==> config.mk <==
export PLATFORM = sky130hd
export DESIGN_NAME = double_ended_queue_flat
export DESIGN_NICKNAME = d
export VERILOG_FILES = /design/src/deq_pkg.sv /design/src/deq_if.sv /design/src/deq_cell.sv /design/src/deq_rear_tree.sv /design/src/double_ended_queue.sv /design/src/flat_wrapper.sv
export SDC_FILE = /design/constraint.sdc
export NUM_CORES = 1
export LEC_CHECK = 0
export BUFFER_PORTS_ARGS = -buffer_cell sky130_fd_sc_hd__buf_2
export CELL_PAD_IN_SITES_DETAIL_PLACEMENT = 1
export CELL_PAD_IN_SITES_GLOBAL_PLACEMENT = 2
export CORE_MARGIN = 1
export CORE_UTILIZATION = 45
export CTS_CLUSTER_SIZE = 24
export DETAILED_ROUTE_END_ITERATION = 6
export MAX_ROUTING_LAYER = met4
export PLACE_DENSITY = 0.81
export SYNTH_ARGS = -nofsm -noshare
export SYNTH_HDL_FRONTEND = slang
export SYNTH_SLANG_ARGS = --single-unit
==> constraint.sdc <==
create_clock -name clk -period 8.6 [get_ports clk]
set_input_delay 2.15 -clock clk [delete_from_list [all_inputs] [get_ports clk]]
set_output_delay 2.15 -clock clk [all_outputs]
set_load 0.02 [all_outputs]
==> src/deq_pkg.sv <==
`timescale 1ns / 1ps
// ----------------------------------------------------------------------------
// deq_pkg - shared types and constants of the double-ended queue
// Request codes, status codes, cell operations and default sizes.
// ----------------------------------------------------------------------------
package deq_pkg;

  localparam int DEPTH_DEFAULT      = 16;
  localparam int ITEM_WIDTH_DEFAULT = 32;
  localparam int ACTION_WIDTH       = 3;
  localparam int STATUS_WIDTH       = 2;

  typedef enum logic [ACTION_WIDTH-1:0] {
    ACT_PUSH_FRONT = 3'd0,
    ACT_PUSH_REAR  = 3'd1,
    ACT_POP_FRONT  = 3'd2,
    ACT_POP_REAR   = 3'd3,
    ACT_PEEK_FRONT = 3'd4,
    ACT_PEEK_REAR  = 3'd5
  } action_t;

  typedef enum logic [STATUS_WIDTH-1:0] {
    ST_OK    = 2'd0,
    ST_EMPTY = 2'd1,
    ST_FULL  = 2'd2
  } status_t;

  // Operation broadcast to every cell of the row.
  typedef enum logic [2:0] {
    OP_HOLD       = 3'd0,
    OP_SHIFT_IN   = 3'd1,  // push front: every word moves one cell toward the rear
    OP_SHIFT_OUT  = 3'd2,  // pop front: every word moves one cell toward the front
    OP_FILL_REAR  = 3'd3,  // push rear: first empty cell takes the word
    OP_DROP_REAR  = 3'd4   // pop rear: last occupied cell lets go
  } cell_op_t;

endpackage

==> src/deq_if.sv <==
`timescale 1ns / 1ps
// ----------------------------------------------------------------------------
// deq_if - request and response channels of the double-ended queue
// Valid/ready channels; a word moves when valid and ready are both high.
// ----------------------------------------------------------------------------
interface deq_req_if
  import deq_pkg::*;
#(
  parameter int ITEM_WIDTH = ITEM_WIDTH_DEFAULT
);
  logic                          valid;
  logic                          ready;
  logic [ACTION_WIDTH-1:0]       action;
  logic signed [ITEM_WIDTH-1:0]  push_value;

  modport source (output valid, output action, output push_value, input ready);
  modport sink   (input valid, input action, input push_value, output ready);
endinterface

interface deq_rsp_if
  import deq_pkg::*;
#(
  parameter int ITEM_WIDTH  = ITEM_WIDTH_DEFAULT,
  parameter int COUNT_WIDTH = $clog2(DEPTH_DEFAULT + 1)
);
  logic                          valid;
  logic                          ready;
  logic signed [ITEM_WIDTH-1:0]  item_out;
  logic [STATUS_WIDTH-1:0]       status;
  logic [COUNT_WIDTH-1:0]        item_count;
  logic                          is_empty;

  modport source (output valid, output item_out, output status, output item_count,
                  output is_empty, input ready);
  modport sink   (input valid, input item_out, input status, input item_count,
                  input is_empty, output ready);
endinterface

==> src/deq_cell.sv <==
`timescale 1ns / 1ps
// ----------------------------------------------------------------------------
// deq_cell - one storage cell of the queue row
// Holds one word and its occupied flag; trades with its neighbors per op.
// ----------------------------------------------------------------------------
module deq_cell
  import deq_pkg::*;
#(
  parameter int ITEM_WIDTH = ITEM_WIDTH_DEFAULT
)(
  input  logic                  clk,
  input  logic                  rst,
  input  cell_op_t              op,
  input  logic [ITEM_WIDTH-1:0] push_value,
  input  logic                  left_valid,
  input  logic [ITEM_WIDTH-1:0] left_data,
  input  logic                  right_valid,
  input  logic [ITEM_WIDTH-1:0] right_data,
  output logic                  valid,
  output logic [ITEM_WIDTH-1:0] data,
  output logic [ITEM_WIDTH-1:0] rear_tap
);

  // Rear cell of the queue: occupied, with an empty neighbor behind it.
  assign rear_tap = (valid && !right_valid) ? data : '0;

  always_ff @(posedge clk) begin
    if (rst) begin
      valid <= 1'b0;
    end else begin
      unique case (op)
        OP_SHIFT_IN: begin
          valid <= left_valid;
        end
        OP_SHIFT_OUT: begin
          valid <= right_valid;
        end
        OP_FILL_REAR: begin
          valid <= valid | left_valid;
        end
        OP_DROP_REAR: begin
          valid <= valid & right_valid;
        end
        default: begin
          valid <= valid;
        end
      endcase
    end
  end

  always_ff @(posedge clk) begin
    unique case (op)
      OP_SHIFT_IN: begin
        data <= left_data;
      end
      OP_SHIFT_OUT: begin
        data <= right_data;
      end
      OP_FILL_REAR: begin
        if (!valid && left_valid) begin
          data <= push_value;
        end
      end
      default: begin
        data <= data;
      end
    endcase
  end

endmodule

==> src/deq_rear_tree.sv <==
`timescale 1ns / 1ps
// ----------------------------------------------------------------------------
// deq_rear_tree - registered OR tree that collects the rear word
// At most one cell drives a nonzero tap; a register follows every level.
// ----------------------------------------------------------------------------
module deq_rear_tree
  import deq_pkg::*;
#(
  parameter int DEPTH      = DEPTH_DEFAULT,
  parameter int ITEM_WIDTH = ITEM_WIDTH_DEFAULT
)(
  input  logic                  clk,
  input  logic [ITEM_WIDTH-1:0] tap [DEPTH],
  output logic [ITEM_WIDTH-1:0] rear_data
);

  localparam int LEVELS = $clog2(DEPTH);
  localparam int LEAVES = 1 << LEVELS;

  logic [ITEM_WIDTH-1:0] leaf   [LEAVES];
  logic [ITEM_WIDTH-1:0] node_q [1:LEAVES-1];

  // Pad the leaf row up to a power of two with zeros.
  for (genvar j = 0; j < LEAVES; j++) begin : g_leaf
    if (j < DEPTH) begin : g_real
      assign leaf[j] = tap[j];
    end else begin : g_pad
      assign leaf[j] = '0;
    end
  end

  // Heap order: node k combines children 2k and 2k+1.
  for (genvar k = 1; k < LEAVES; k++) begin : g_node
    if (2 * k >= LEAVES) begin : g_bottom
      always_ff @(posedge clk) begin
        node_q[k] <= leaf[2*k-LEAVES] | leaf[2*k+1-LEAVES];
      end
    end else begin : g_inner
      always_ff @(posedge clk) begin
        node_q[k] <= node_q[2*k] | node_q[2*k+1];
      end
    end
  end

  assign rear_data = node_q[1];

endmodule

==> src/double_ended_queue.sv <==
`timescale 1ns / 1ps
// ----------------------------------------------------------------------------
// double_ended_queue - double-ended queue built as a row of shifting cells
// Push, pop and peek at either end of a queue of signed words.
// ----------------------------------------------------------------------------
//
//   channel | dir | word carried
//   --------+-----+---------------------------------------------------------
//   req     | in  | action (push/pop/peek, front/rear), push_value
//   rsp     | out | item_out, status, item_count, is_empty
//
// The rear word comes from a registered OR tree of log2(DEPTH) levels,
// which must settle after every change of the cell row; a settle wait
// follows every taken request before the next request is taken.
// Reset clears the occupied flags and the count and starts that same settle
// wait; stored words are not cleared. The response sits in an output
// register: after the settle wait, a new request can be taken in the cycle
// the previous response leaves; a stalled response only blocks new requests.
// ----------------------------------------------------------------------------
module double_ended_queue
  import deq_pkg::*;
#(
  parameter int DEPTH      = DEPTH_DEFAULT,
  parameter int ITEM_WIDTH = ITEM_WIDTH_DEFAULT
)(
  input  logic        clk,
  input  logic        rst,
  deq_req_if.sink     req,
  deq_rsp_if.source   rsp
);

  localparam int COUNT_WIDTH = $clog2(DEPTH + 1);
  localparam int LEVELS      = $clog2(DEPTH);
  localparam int WAIT_WIDTH  = $clog2(LEVELS + 1);

  // Cell row: index 0 is the front of the queue.
  logic                  cell_valid [DEPTH];
  logic [ITEM_WIDTH-1:0] cell_data  [DEPTH];
  logic [ITEM_WIDTH-1:0] cell_tap   [DEPTH];
  logic [ITEM_WIDTH-1:0] rear_data;

  cell_op_t              op;
  logic [ITEM_WIDTH-1:0] push_word;

  logic [COUNT_WIDTH-1:0] count;
  logic [COUNT_WIDTH-1:0] count_next;
  logic [WAIT_WIDTH-1:0]  settle;
  logic                   out_valid;
  logic [ITEM_WIDTH-1:0]  item_q;
  logic [ITEM_WIDTH-1:0]  item_next;
  status_t                status_q;
  status_t                status_next;
  cell_op_t               op_next;

  logic accept;
  logic is_full;
  logic is_none;

  assign push_word = req.push_value;
  assign is_full   = (count == COUNT_WIDTH'(DEPTH));
  assign is_none   = (count == '0);

  // Take a request only with a settled rear tree and room in the output register.
  assign req.ready = (settle == '0) && (!out_valid || rsp.ready);
  assign accept    = req.valid && req.ready;

  // Decode the request against the current occupancy.
  always_comb begin
    item_next   = '0;
    status_next = ST_OK;
    op_next     = OP_HOLD;
    count_next  = count;
    unique case (action_t'(req.action))
      ACT_PUSH_FRONT, ACT_PUSH_REAR: begin
        if (is_full) begin
          status_next = ST_FULL;
        end else begin
          op_next    = (action_t'(req.action) == ACT_PUSH_FRONT) ? OP_SHIFT_IN : OP_FILL_REAR;
          count_next = count + COUNT_WIDTH'(1);
        end
      end
      ACT_POP_FRONT, ACT_PEEK_FRONT: begin
        if (is_none) begin
          status_next = ST_EMPTY;
        end else begin
          item_next = cell_data[0];
          if (action_t'(req.action) == ACT_POP_FRONT) begin
            op_next    = OP_SHIFT_OUT;
            count_next = count - COUNT_WIDTH'(1);
          end
        end
      end
      ACT_POP_REAR, ACT_PEEK_REAR: begin
        if (is_none) begin
          status_next = ST_EMPTY;
        end else begin
          item_next = rear_data;
          if (action_t'(req.action) == ACT_POP_REAR) begin
            op_next    = OP_DROP_REAR;
            count_next = count - COUNT_WIDTH'(1);
          end
        end
      end
      default: begin
        // Unused codes: no change, plain OK response.
      end
    endcase
  end

  // Broadcast the cell operation only in the cycle the request is taken.
  assign op = accept ? op_next : OP_HOLD;

  always_ff @(posedge clk) begin
    if (rst) begin
      out_valid <= 1'b0;
      count     <= '0;
      settle    <= WAIT_WIDTH'(LEVELS);
    end else begin
      if (accept) begin
        out_valid <= 1'b1;
        count     <= count_next;
        settle    <= WAIT_WIDTH'(LEVELS);
      end else begin
        if (rsp.ready) begin
          out_valid <= 1'b0;
        end
        if (settle != '0) begin
          settle <= settle - WAIT_WIDTH'(1);
        end
      end
    end
  end

  // Response payload: hold until the next request is taken.
  always_ff @(posedge clk) begin
    if (accept) begin
      item_q   <= item_next;
      status_q <= status_next;
    end
  end

  // Outside reset, count only changes on a taken request, which also reloads the response.
  assign rsp.valid      = out_valid;
  assign rsp.item_out   = item_q;
  assign rsp.status     = status_q;
  assign rsp.item_count = count;
  assign rsp.is_empty   = is_none;

  for (genvar i = 0; i < DEPTH; i++) begin : g_cell
    logic                  lv;
    logic [ITEM_WIDTH-1:0] ld;
    logic                  rv;
    logic [ITEM_WIDTH-1:0] rd;

    // Front cell sees an always-occupied neighbor carrying the pushed word.
    if (i == 0) begin : g_front
      assign lv = 1'b1;
      assign ld = push_word;
    end else begin : g_mid_l
      assign lv = cell_valid[i-1];
      assign ld = cell_data[i-1];
    end

    // Last cell sees an empty neighbor behind it.
    if (i == DEPTH - 1) begin : g_back
      assign rv = 1'b0;
      assign rd = '0;
    end else begin : g_mid_r
      assign rv = cell_valid[i+1];
      assign rd = cell_data[i+1];
    end

    deq_cell #(
      .ITEM_WIDTH (ITEM_WIDTH)
    ) u_cell (
      .clk         (clk),
      .rst         (rst),
      .op          (op),
      .push_value  (push_word),
      .left_valid  (lv),
      .left_data   (ld),
      .right_valid (rv),
      .right_data  (rd),
      .valid       (cell_valid[i]),
      .data        (cell_data[i]),
      .rear_tap    (cell_tap[i])
    );
  end

  deq_rear_tree #(
    .DEPTH      (DEPTH),
    .ITEM_WIDTH (ITEM_WIDTH)
  ) u_rear_tree (
    .clk       (clk),
    .tap       (cell_tap),
    .rear_data (rear_data)
  );

endmodule

==> src/flat_wrapper.sv <==
// flat-port wrapper written by rule: the top's interface ports become plain ports
module double_ended_queue_flat import deq_pkg::*;
#(
  parameter int DEPTH      = DEPTH_DEFAULT,
  parameter int ITEM_WIDTH = ITEM_WIDTH_DEFAULT
)
  (clk, rst, req_valid, req_action, req_push_value, req_ready, rsp_valid, rsp_item_out, rsp_status, rsp_item_count, rsp_is_empty, rsp_ready);
  deq_req_if #(.ITEM_WIDTH(ITEM_WIDTH)) req_i ();
  deq_rsp_if #(.ITEM_WIDTH(ITEM_WIDTH)) rsp_i ();
  input  logic clk;
  input  logic rst;
  input wire logic [$bits(req_i.valid)-1:0] req_valid;
  input wire logic [$bits(req_i.action)-1:0] req_action;
  input wire logic [$bits(req_i.push_value)-1:0] req_push_value;
  output wire logic [$bits(req_i.ready)-1:0] req_ready;
  output wire logic [$bits(rsp_i.valid)-1:0] rsp_valid;
  output wire logic [$bits(rsp_i.item_out)-1:0] rsp_item_out;
  output wire logic [$bits(rsp_i.status)-1:0] rsp_status;
  output wire logic [$bits(rsp_i.item_count)-1:0] rsp_item_count;
  output wire logic [$bits(rsp_i.is_empty)-1:0] rsp_is_empty;
  input wire logic [$bits(rsp_i.ready)-1:0] rsp_ready;
  assign req_i.valid = req_valid;
  assign req_i.action = req_action;
  assign req_i.push_value = req_push_value;
  assign req_ready = req_i.ready;
  assign rsp_valid = rsp_i.valid;
  assign rsp_item_out = rsp_i.item_out;
  assign rsp_status = rsp_i.status;
  assign rsp_item_count = rsp_i.item_count;
  assign rsp_is_empty = rsp_i.is_empty;
  assign rsp_i.ready = rsp_ready;
  double_ended_queue #(.DEPTH(DEPTH), .ITEM_WIDTH(ITEM_WIDTH)) u_core (.clk(clk), .rst(rst), .req(req_i), .rsp(rsp_i));
endmodule
* After elaboration in Yosys (flattened, before gate mapping)
Memory sizes are Yosys's and may differ from the RTL's.
Cells that the tools add are included.
** Word-level totals
- Memories :: 1
- Memory bits (writable) :: 480
- Output and inout port bits :: 42
- Logic and storage cells :: 271
- Flip-flop bits (word level) :: 571
- Bits of input ports :: 39
** Cells by class
- Add/subtract/negate cells :: 3
- Bitwise operators :: 45
- Reduce and logical (&&, ||, !) cells :: 68
- Multiplexer cells :: 86
- Eq/ne operators :: 31
** Memories
- u_core.u_rear_tree.node_q :: depth 15, bits a word 32, read ports 15, clocked after memory_dff 0, write ports 15, RTL line deq_rear_tree.sv:21 : logic [ITEM_WIDTH-1:0] node_q [1:LEAVES-1];
** Operator list (number)
- $pmux 32 s3 :: 16
- $mux 32 :: 34
- $or 32x32->32 :: 15
- $pmux 32 s2 :: 1
- $pmux 1 s4 :: 14
- $ne 2x2->1 const B :: 19
- $reduce_and 2->1 :: 16
- $mux 5 :: 5
- $logic_and 1x1->1 :: 17
- $logic_not 1->1 :: 16
- $and 1x1->1 :: 15
- $mux 3 :: 5
- $or 1x1->1 :: 15
- $pmux 5 s3 :: 1
- $reduce_bool 3->1 :: 5
- $eq 3x2->1 const B :: 4
- $reduce_or 2->1 :: 6
- $eq 3x3->1 const B :: 3
- $pmux 3 s3 :: 1
- $reduce_and 7->1 :: 1
- $eq 3x1->1 const B :: 2
- $logic_not 3->1 :: 2
- $mux 2 :: 3
- $pmux 1 s3 :: 2
- 12 further kinds :: 15

* Logic depth before layout (Yosys ltp)
Gate-level depths: netlist of run 1.
- Depth in word-level cells :: 8
- Gate-level depth with buffers :: 13
- Mapped depth without buffers :: 8

* By module
From an unflattened synthesis of run 1, not the netlist that was laid out.
** Second synthesis, totals
- Cell total of the unflattened synthesis :: 4160
- Area, all modules :: 46414.5 sq um
** By module, submodules not included
- deq_cell :: area an instance 1958.1 sq um, sequential area each 980.9 sq um, times used 16, cells each 186
- deq_rear_tree :: area an instance 12852.3 sq um, sequential area each 9609.2 sq um, times used 1, cells each 992
- double_ended_queue :: area an instance 2232.1 sq um, sequential area each 1201.2 sq um, times used 1, cells each 192

* Worst setup path after synthesis of run 1
No wires, ideal clock.
- Kind :: input-to-reg
- From :: input port req_action[1]
- To :: register u_core.g_cell[0].u_cell.data[0] (enable)
- Slack :: 3088 ps
- Required time :: 8168 ps
- Arrival time :: 5080 ps
- Library setup time :: 432 ps
- Cell stages on the path :: 7
- Path buffers :: 2
- Cell sequence :: clkbuf_1 and3b_1 o2111ai_2 nor2_2 nor2_1 buf_2 a21oi_1
** On the way
- Longest elaborated chain between the ends :: 8
** Ends and longest elaborated chain
- start: declaration :: RTL line flat_wrapper.sv:13 : input wire logic [$bits(req_i.action)-1:0] req_action;
- $eq 3x2->1, or another cell as far along :: RTL line double_ended_queue.sv:73, double_ended_queue.sv:87
- $mux 2, or another cell as far along :: RTL line double_ended_queue.sv:87 : if (action_t'(req.action) == ACT_POP_FRONT) begin
- $mux 3 (on tied branches) :: RTL line double_ended_queue.sv:83, double_ended_queue.sv:75, double_ended_queue.sv:94
- $pmux 3 s3 (*) :: RTL line double_ended_queue.sv:73 : unique case (action_t'(req.action))
- $mux 3 (*) :: RTL line double_ended_queue.sv:111 : assign op = accept ? op_next : OP_HOLD;
- $eq 3x2->1 / $eq 3x1->1 (equally long branches) :: RTL line deq_cell.sv:52 : unique case (op)
- $ne 2x2->1 (no source line) / $reduce_bool 3->1 (equally long branches)
- $reduce_and 2->1 (no source line) (*)
- end signal: assignment :: RTL line deq_cell.sv:54 : data <= left_data;
- end signal: assignment :: RTL line deq_cell.sv:57 : data <= right_data;
- end signal: assignment :: RTL line deq_cell.sv:61 : data <= push_value;
- end: declaration :: RTL line deq_cell.sv:20 : output logic [ITEM_WIDTH-1:0] data,
Mark *: on every way between the ends. The rest lies on a longest branch, timed or not.
A chain may end at the register's enable or synchronous reset.

* Final worst setup path of run 1
- From :: input port rsp_ready
- To :: output port req_ready
** On the way
- Longest elaborated chain between the ends :: 2
** Ends and longest elaborated chain
- start: declaration :: RTL line flat_wrapper.sv:21 : input wire logic [$bits(rsp_i.ready)-1:0] rsp_ready;
- $logic_or 1x1->1 :: RTL line double_ended_queue.sv:64 : assign req.ready = (settle == '0) && (!out_valid || rsp.ready);
- $logic_and 1x1->1 :: RTL line double_ended_queue.sv:64
- end: declaration :: RTL line flat_wrapper.sv:15 : output wire logic [$bits(req_i.ready)-1:0] req_ready;
Every way passes these cells.

==> results.cfg, run 1 <==
[drt]
dr_wl_met2_um = 45700
vias = 27300
wl_per_cell_um = 22.6
avgViaCountPerCell = 5.72
detail_route.iter0.violations = 2572
post-route-drc-count = 12
antenna_left = 0
met1Wirelength_um = 54200
met3_length_um = 6400
top_layer_used = met4
drtPass1Iterations = 7
totalWireLength_um = 108000

[power]
cellPowerDensity_nw_per_um2 = 247
power_switching_mw = 2.55
clock_power_share = 0.430
p_leak_nw = 18.0
power.sequential.fraction = 0.505
netSwitchingFraction = 0.229
internal_power_mw = 8.62
power.ir.vdd_worst_mv = 0.111
share_comb_of_total_power = 0.065

[hold_path]
whs_path_depth = 1
worst_hold_path_type = register to register

[logic_synthesis]
ys_seq_elements = 1051
postSynth.asyncResetShare = 0
synth_cell_area_um2 = 40400
average_cell_area_after_synthesis_um2 = 11.2
synth.yosys.warnings = 0
synth_edf_count = 546
postSynthNetCount = 3656
synth_cells = 3611
ys_dominant_reg_cell = edfxtp_1
portion_of_the_post_synthesis_area_used_by_sequential_elements = 0.656
post_synth_num_cell_types = 50

[setup_path]
crit_path_class = input pin to output pin
crit_arrival_ps = 2820
regToRegEndpoint = u_core.g_cell[14].u_cell.data[16]
origin_of_the_worst_setup_path = rsp_ready
worst_r2r_startpoint = u_core.settle[0]
crit_path_max_fanout = 6
crit_path_end_kind = output pin
critPathRequiredTime_ps = 6450
setup.worst_path.end = req_ready
worst_r2r_path_depth = 7
timing.critical_path.from_type = input pin
setup.reg_to_reg.worst_slack_ps = 4200

[status]
run_status = finished, violations left
violations_in_the_final_reports = DRC

[timing]
worst_pin_slew_ps = 1350
fin_crit_ps = 4970
maxSlewViolCount = 0
fin_worst_skew_ps = 19.3
timing.setup.tns_ps = 0
report.final.setup_viol = 0
max_clock_freq_ghz = 0.201
rsz0062_at_grt = false
timing.final.hold_violations = 0
worst_slew_margin_rel = 0.0967
finalCritPeriodShare = 0.578

[die]
fp.coreArea_um2 = 88600
start_util = 0.456
die-area_um2 = 91000
placement_rows = 109
dieHeight_um = 302
dieWidth_um = 302
ioPinCount = 81

[grt]
groute.usage.overall = 0.242
grt_pass1_vias = 27500
grt_pass1_wl_um = 167000
antenna_found_initial = 7
grt.overflow.total = 0
grt_max_degree = 237

[clocking]
tritoncts = built
cts.hold.buffers_added = 0
worst_setup_hold_path_clk_slew_ps = 60
clock_sinks = 1051
ctsHtreeMaxLevel = 3
tritoncts_buffer_count = 105
ctsResizeCount = 0
clockBufferDepth = 3
post-cts-setup-buffers = 0
clockRootBuffer = clkbuf_16
worstSkewPairLatency_ps = 670

[finish]
drive_gt1_frac = 0.163
finish.net_count = 3564
postLayoutCoreUtil = 0.509
flow.area_growth_from_synthesis_pct = 11.8
antenna_diode_instance_count = 0
num-fill-cells = 9246

[placed_design]
globalplace.congestion = 0.832
hpwl_dp_um = 70700
port-buffer-count = 80

[flow_run]
timing.max_cap.violations = 0
[cell usage after synthesis (6+ instances only)]
master,count,share of area
a21oi_1,484,0.060
a22o_1,258,0.056
a32oi_1,6,0.0013
and3_1,36,0.0056
buf_1,28,0.0026
buf_2,29,0.0036
buf_4,9,0.0017
buf_6,33,0.0092
clkbuf_1,212,0.020
dfxtp_1,505,0.25
edfxtp_1,546,0.41
inv_1,24,0.0022
mux2_2,33,0.0092
mux2i_1,34,0.0084
nand2_1,554,0.051
nor2_1,49,0.0046
nor2b_1,20,0.0031
o21ai_0,187,0.023
o21ai_1,266,0.033
or2_2,226,0.035
[kinds of logic after synthesis]
logic type,synth area share
AOI/OAI and AO/OA,0.179
DFF,0.656
and+or+nand+nor,0.105
buffers and inverters,0.0394
muxes,0.0176
adders and majority gates,0.00204
xor gates and xnor gates,0.00108
[stage by stage]
stage / cell area, um^2 / hold WS (ps) / setup WS, ps / cells / power, mW
finish: 45200 / 406 / 3630 / 4776 / 11.2
global route: 45200 / 416 / 3560 / 4776 / 11.5
detailed placement: 41400 / 395 / 2980 / 4577 / 6.46
floorplan: 40400 / 389 / 3090 / 3611 / 6.20
CTS: 45200 / 406 / 3630 / 4776 / 11.3
global placement: 41400 / 392 / 3130 / 4577 / 6.42
[cell type report]
type | instances | area (um^2) | share of cell area
timing repair buffer | 113 | 736 | 0.0163
sequential | 1051 | 26500 | 0.587
clock buffer | 166 | 3440 | 0.0761
inverter | 24 | 90.1 | 0.00200
clock inverter | 33 | 280 | 0.00621
multi-input combinational | 2224 | 12600 | 0.280
tap | 1165 | 1460 | 0.0323
[how the worst min path moves through the flow]
stage                                      startpoint                           endpoint  slack, ps
global route         u_core.u_rear_tree.node_q[0][81]   u_core.u_rear_tree.node_q[0][49]        420
detailed placement  u_core.u_rear_tree.node_q[0][388]  u_core.u_rear_tree.node_q[0][196]        390
global placement    u_core.u_rear_tree.node_q[0][270]  u_core.u_rear_tree.node_q[0][142]        390
finish              u_core.u_rear_tree.node_q[0][468]  u_core.u_rear_tree.node_q[0][244]        410
floorplan           u_core.u_rear_tree.node_q[0][196]  u_core.u_rear_tree.node_q[0][100]        390
CTS                 u_core.u_rear_tree.node_q[0][388]  u_core.u_rear_tree.node_q[0][196]        410
[power by group through the flow]
stage | logic (mW) | clock network, mW | registers (mW)
detailed placement | 0.719 | 0 | 5.74
global route | 0.799 | 5.09 | 5.66
global placement | 0.687 | 0 | 5.73
finish | 0.723 | 4.81 | 5.64
CTS | 0.726 | 4.90 | 5.64
floorplan | 0.486 | 0 | 5.72
[worst max-delay path: stages]
cell	delay (ps)
buf_2	90
nand2b_1	240
and2_1	190
buf_2	150
[placed cells by master (no fill, tap or decap), types with 5 or more instances in the layout]
cell type,Yosys,routed
nand2_1,554,553
edfxtp_1,546,546
dfxtp_1,505,504
a21oi_1,484,466
o21ai_1,266,266
a22o_1,258,258
or2_2,226,226
o21ai_0,187,187
clkbuf_16,0,121
buf_2,29,80
nor2_1,49,47
and3_1,36,34
mux2i_1,34,34
mux2_2,33,33
buf_4,9,26
inv_1,24,24
clkbuf_8,0,24
clkbuf_1,212,21
a21oi_4,0,18
clkinv_2,0,16
nor2b_4,0,14
buf_12,0,7
nor2b_1,20,6
a32oi_1,6,6
nand2b_1,5,5
xnor2_1,5,5
nor3_1,5,5
ha_1,5,5
inv_4,0,5
[flip-flops by register name, indices dropped and copies added, names as in the netlist]
name / cells
u_core.rsp.item_count: 5
u_core.rsp.status: 2
u_core.rsp.item_out: 32
u_core.g_cell.u_cell.data: 512
u_core.settle: 3
u_core.g_cell.u_cell.valid: 16
u_core.rsp.valid: 1
u_core.u_rear_tree.node_q: 480
[routing by layer]
layer  up-vias  GRT usage
met2       815      0.338
met4         0     0.0535
met1     13700      0.370
li1      12700          -
met5         -          -
met3       134     0.0323
(Power assumes the default switching activity.)
==> inputs of run 2 (changes only) <==
- ABC_AREA: unset -> 1
- CORE_UTILIZATION: 45 -> 40
- PLACE_DENSITY: 0.81 -> 0.73
- clock period: 8.6 -> 4.01 ns (I/O delays scaled with it)
==> run 2 against run 1 <==
  * The run now ends clean
  * Synthesized cell count fell by 9.5%
  * Wire length rose by 9.8%
  * Non-clock buffer count rose by 50
  * Critical path type is now register to register
  * Largest power group unchanged
==> results.cfg, run 2 <==
[placed_design]
place_ws_ps = 568
globalplace.congestion = 0.832
port-buffer-count = 80
place.detailed.instances = 4588
hpwl_dp_um = 73000

[power]
cellPowerDensity_nw_per_um2 = 518
power.ir.vdd_worst_mv = 0.335
p_leak_nw = 18.9

[logic_synthesis]
synth.yosys.warnings = 0
post_synth_num_cell_types = 39
synth_top_cell_area_share = 0.390
postSynthNetCount = 3313
synth_edf_count = 546
cells_taking_the_most_area_after_synthesis = edfxtp_1 39%, dfxtp_1 24%, o221ai_2 13%
yosysMostFrequentCell = inv_1
yosysTopAreaCell = edfxtp_1
average_cell_area_after_synthesis_um2 = 12.9
postSynth.asyncResetShare = 0
synthTopCellsByCount = 584 x inv_1, 546 x edfxtp_1, 505 x dfxtp_1
portion_of_the_post_synthesis_area_used_by_sequential_elements = 0.630
ys_dominant_reg_cell = edfxtp_1
ys_seq_elements = 1051
synth_cells = 3268
synth_cell_area_um2 = 42100

[finish]
largest_register_ff_count = 512
flow.area_growth_from_synthesis_pct = 11.9
num-fill-cells = 10700
layout_common_cells = 570 x inv_1, 546 x edfxtp_1, 505 x dfxtp_1, 361 x o221ai_2, 256 x o22ai_1
combined_flip_flop_and_latch_cell_area_um2 = 26500
antenna_diode_instance_count = 0
finish.net_count = 3362
fin_cells = 4792
multi_input_comb_area_um2 = 11600
largest-register = u_core.g_cell.u_cell.data
drive_gt1_frac = 0.285
layout.cells.most_common = inv_1

[die]
placement_rows = 118
start_util = 0.405
fp.coreArea_um2 = 104000
dieHeight_um = 326
die-area_um2 = 106000
dieWidth_um = 326
ioPinCount = 81

[timing]
fin_crit_ps = 2970
worst_pin_slew_ps = 1190
worst_slew_margin_rel = 0.206
report.final.setup_viol = 0
timing.setup.tns_ps = 0
rsz0062_at_grt = false
max_clock_freq_ghz = 0.337
final.hold.worst_slack_ps = 405
maxSlewViolCount = 0
finalCritPeriodShare = 0.740
final.setup.worst_slack_ps = 1040
fin_worst_skew_ps = 24.9
timing.final.hold_violations = 0

[setup_path]
worst_path_max_delay_cell = buf_4
critPathRequiredTime_ps = 4570
crit_path_end_kind = register
crit_path_max_incr_delay_ps = 590
crit_path_max_fanout = 45
crit_family = buffers and inverters
crit_arrival_ps = 3520
crit_path_class = register to register
critical_path.most_common_cell = inv_1
critical_path_buf_inv_count = 5
timing.critical_path.from_type = register
path_cells = inv_1 -> ha_1 -> inv_1 -> nor2_4 -> nand3_4 -> clkinv_2 -> buf_4 -> nand4_1 -> inv_1 -> nand3_1 -> nor2_1 -> nor2_1

[grt]
grt.overflow.total = 0
grt_max_degree = 133
antenna_found_initial = 7
grt_pass1_vias = 27600
grt_pass1_wl_um = 178000
groute.usage.overall = 0.228

[clocking]
worst_setup_hold_path_clk_slew_ps = 60
tritoncts = built
clock_sinks = 1051
cts.hold.buffers_added = 0
ctsHtreeMaxLevel = 3
worstSkewPairLatency_ps = 680
clockBufferDepth = 3
ctsResizeCount = 0
post-cts-setup-buffers = 0
tritoncts_buffer_count = 107
clockRootBuffer = clkbuf_16

[drt]
totalWireLength_um = 119000
antenna_left = 0
avgViaCountPerCell = 5.53
detail_route.iter0.violations = 2285
drtPass1Iterations = 5
vias = 26500
wl_per_cell_um = 24.7
post-route-drc-count = 0

[status]
run_status = complete, no violations

[flow_run]
timing.max_cap.violations = 0

[hold_path]
worst_hold_path_type = register to register
==> run 2: changes by cell type in the layout (fill, tap and decap cells not counted), sizes merged, moves of 34 or more <==
cell and change:
nand2 -357, o221ai +447, o22ai +253, a21oi -440, mux2i -34, o21ai -343, inv +559, and3 -36
a22o -258, buf +50
==> run 2: cells by family after synthesis <==
kind of cell | after synthesis | synth area share
fa+ha+maj | 6 | 0.00196
compound gates | 861 | 0.204
simple gates | 529 | 0.0699
flops | 1051 | 0.630
buf+inv | 817 | 0.0931
xor+xnor | 4 | 0.000833
==> run 2: per-stage QoR <==
step	total power, mW	utilization	instance area, um^2
after CTS	24.6	0.453	47000
after floorplan	13.9	-	42100
after global placement	14.7	0.419	43500
after detailed placement	14.8	0.419	43500
after global routing	25.2	0.453	47000
final	24.4	0.453	47000
==> run 2: power by group <==
group	internal, mW	switching, mW	total (mW)
sequential	12.1	0.210	12.3
combinational	0.762	1.41	2.18
clock	5.69	4.18	9.87
total	18.6	5.81	24.4
==> run 2: final timing paths <==
kind / start / to / slack (ps) / cells past startpoint
setup / recovery: u_core.settle[0] / u_core.g_cell[1].u_cell.valid / 1040 / 12
hold / removal: u_core.u_rear_tree.node_q[0][78] / u_core.u_rear_tree.node_q[0][46] / 400 / 1
setup reg to reg: u_core.settle[0] / u_core.g_cell[1].u_cell.valid / 1040 / 12
hold reg to reg: u_core.u_rear_tree.node_q[0][78] / u_core.u_rear_tree.node_q[0][46] / 400 / 1
==> run 2: area by class of cell <==
cell class | count | share of cell area
Sequential cell | 1051 | 0.563
Multi-Input combinational cell | 1400 | 0.247
Inverter | 594 | 0.0480
Timing Repair Buffer | 163 | 0.0299
Clock inverter | 37 | 0.00569
Clock buffer | 167 | 0.0689
Tap cell | 1380 | 0.0367
==> run 2: worst register-to-register path: stages (launching register included) <==
cell and delay (ps):
dfxtp_1 320, inv_1 90, ha_1 160, inv_1 60, nor2_4 170, nand3_4 180
clkinv_2 110, buf_4 590, nand4_1 240, inv_1 580, nand3_1 160, nor2_1 140
nor2_1 50
==> run 2: layer usage <==
metal  vias to the layer above  GRT usage  share of wire
met5                         -          -              0
met4                         0     0.0712          0.029
met3                       194     0.0290          0.050
met2                       689      0.365           0.48
met1                     13700      0.301           0.44
li1                      11900          -              -
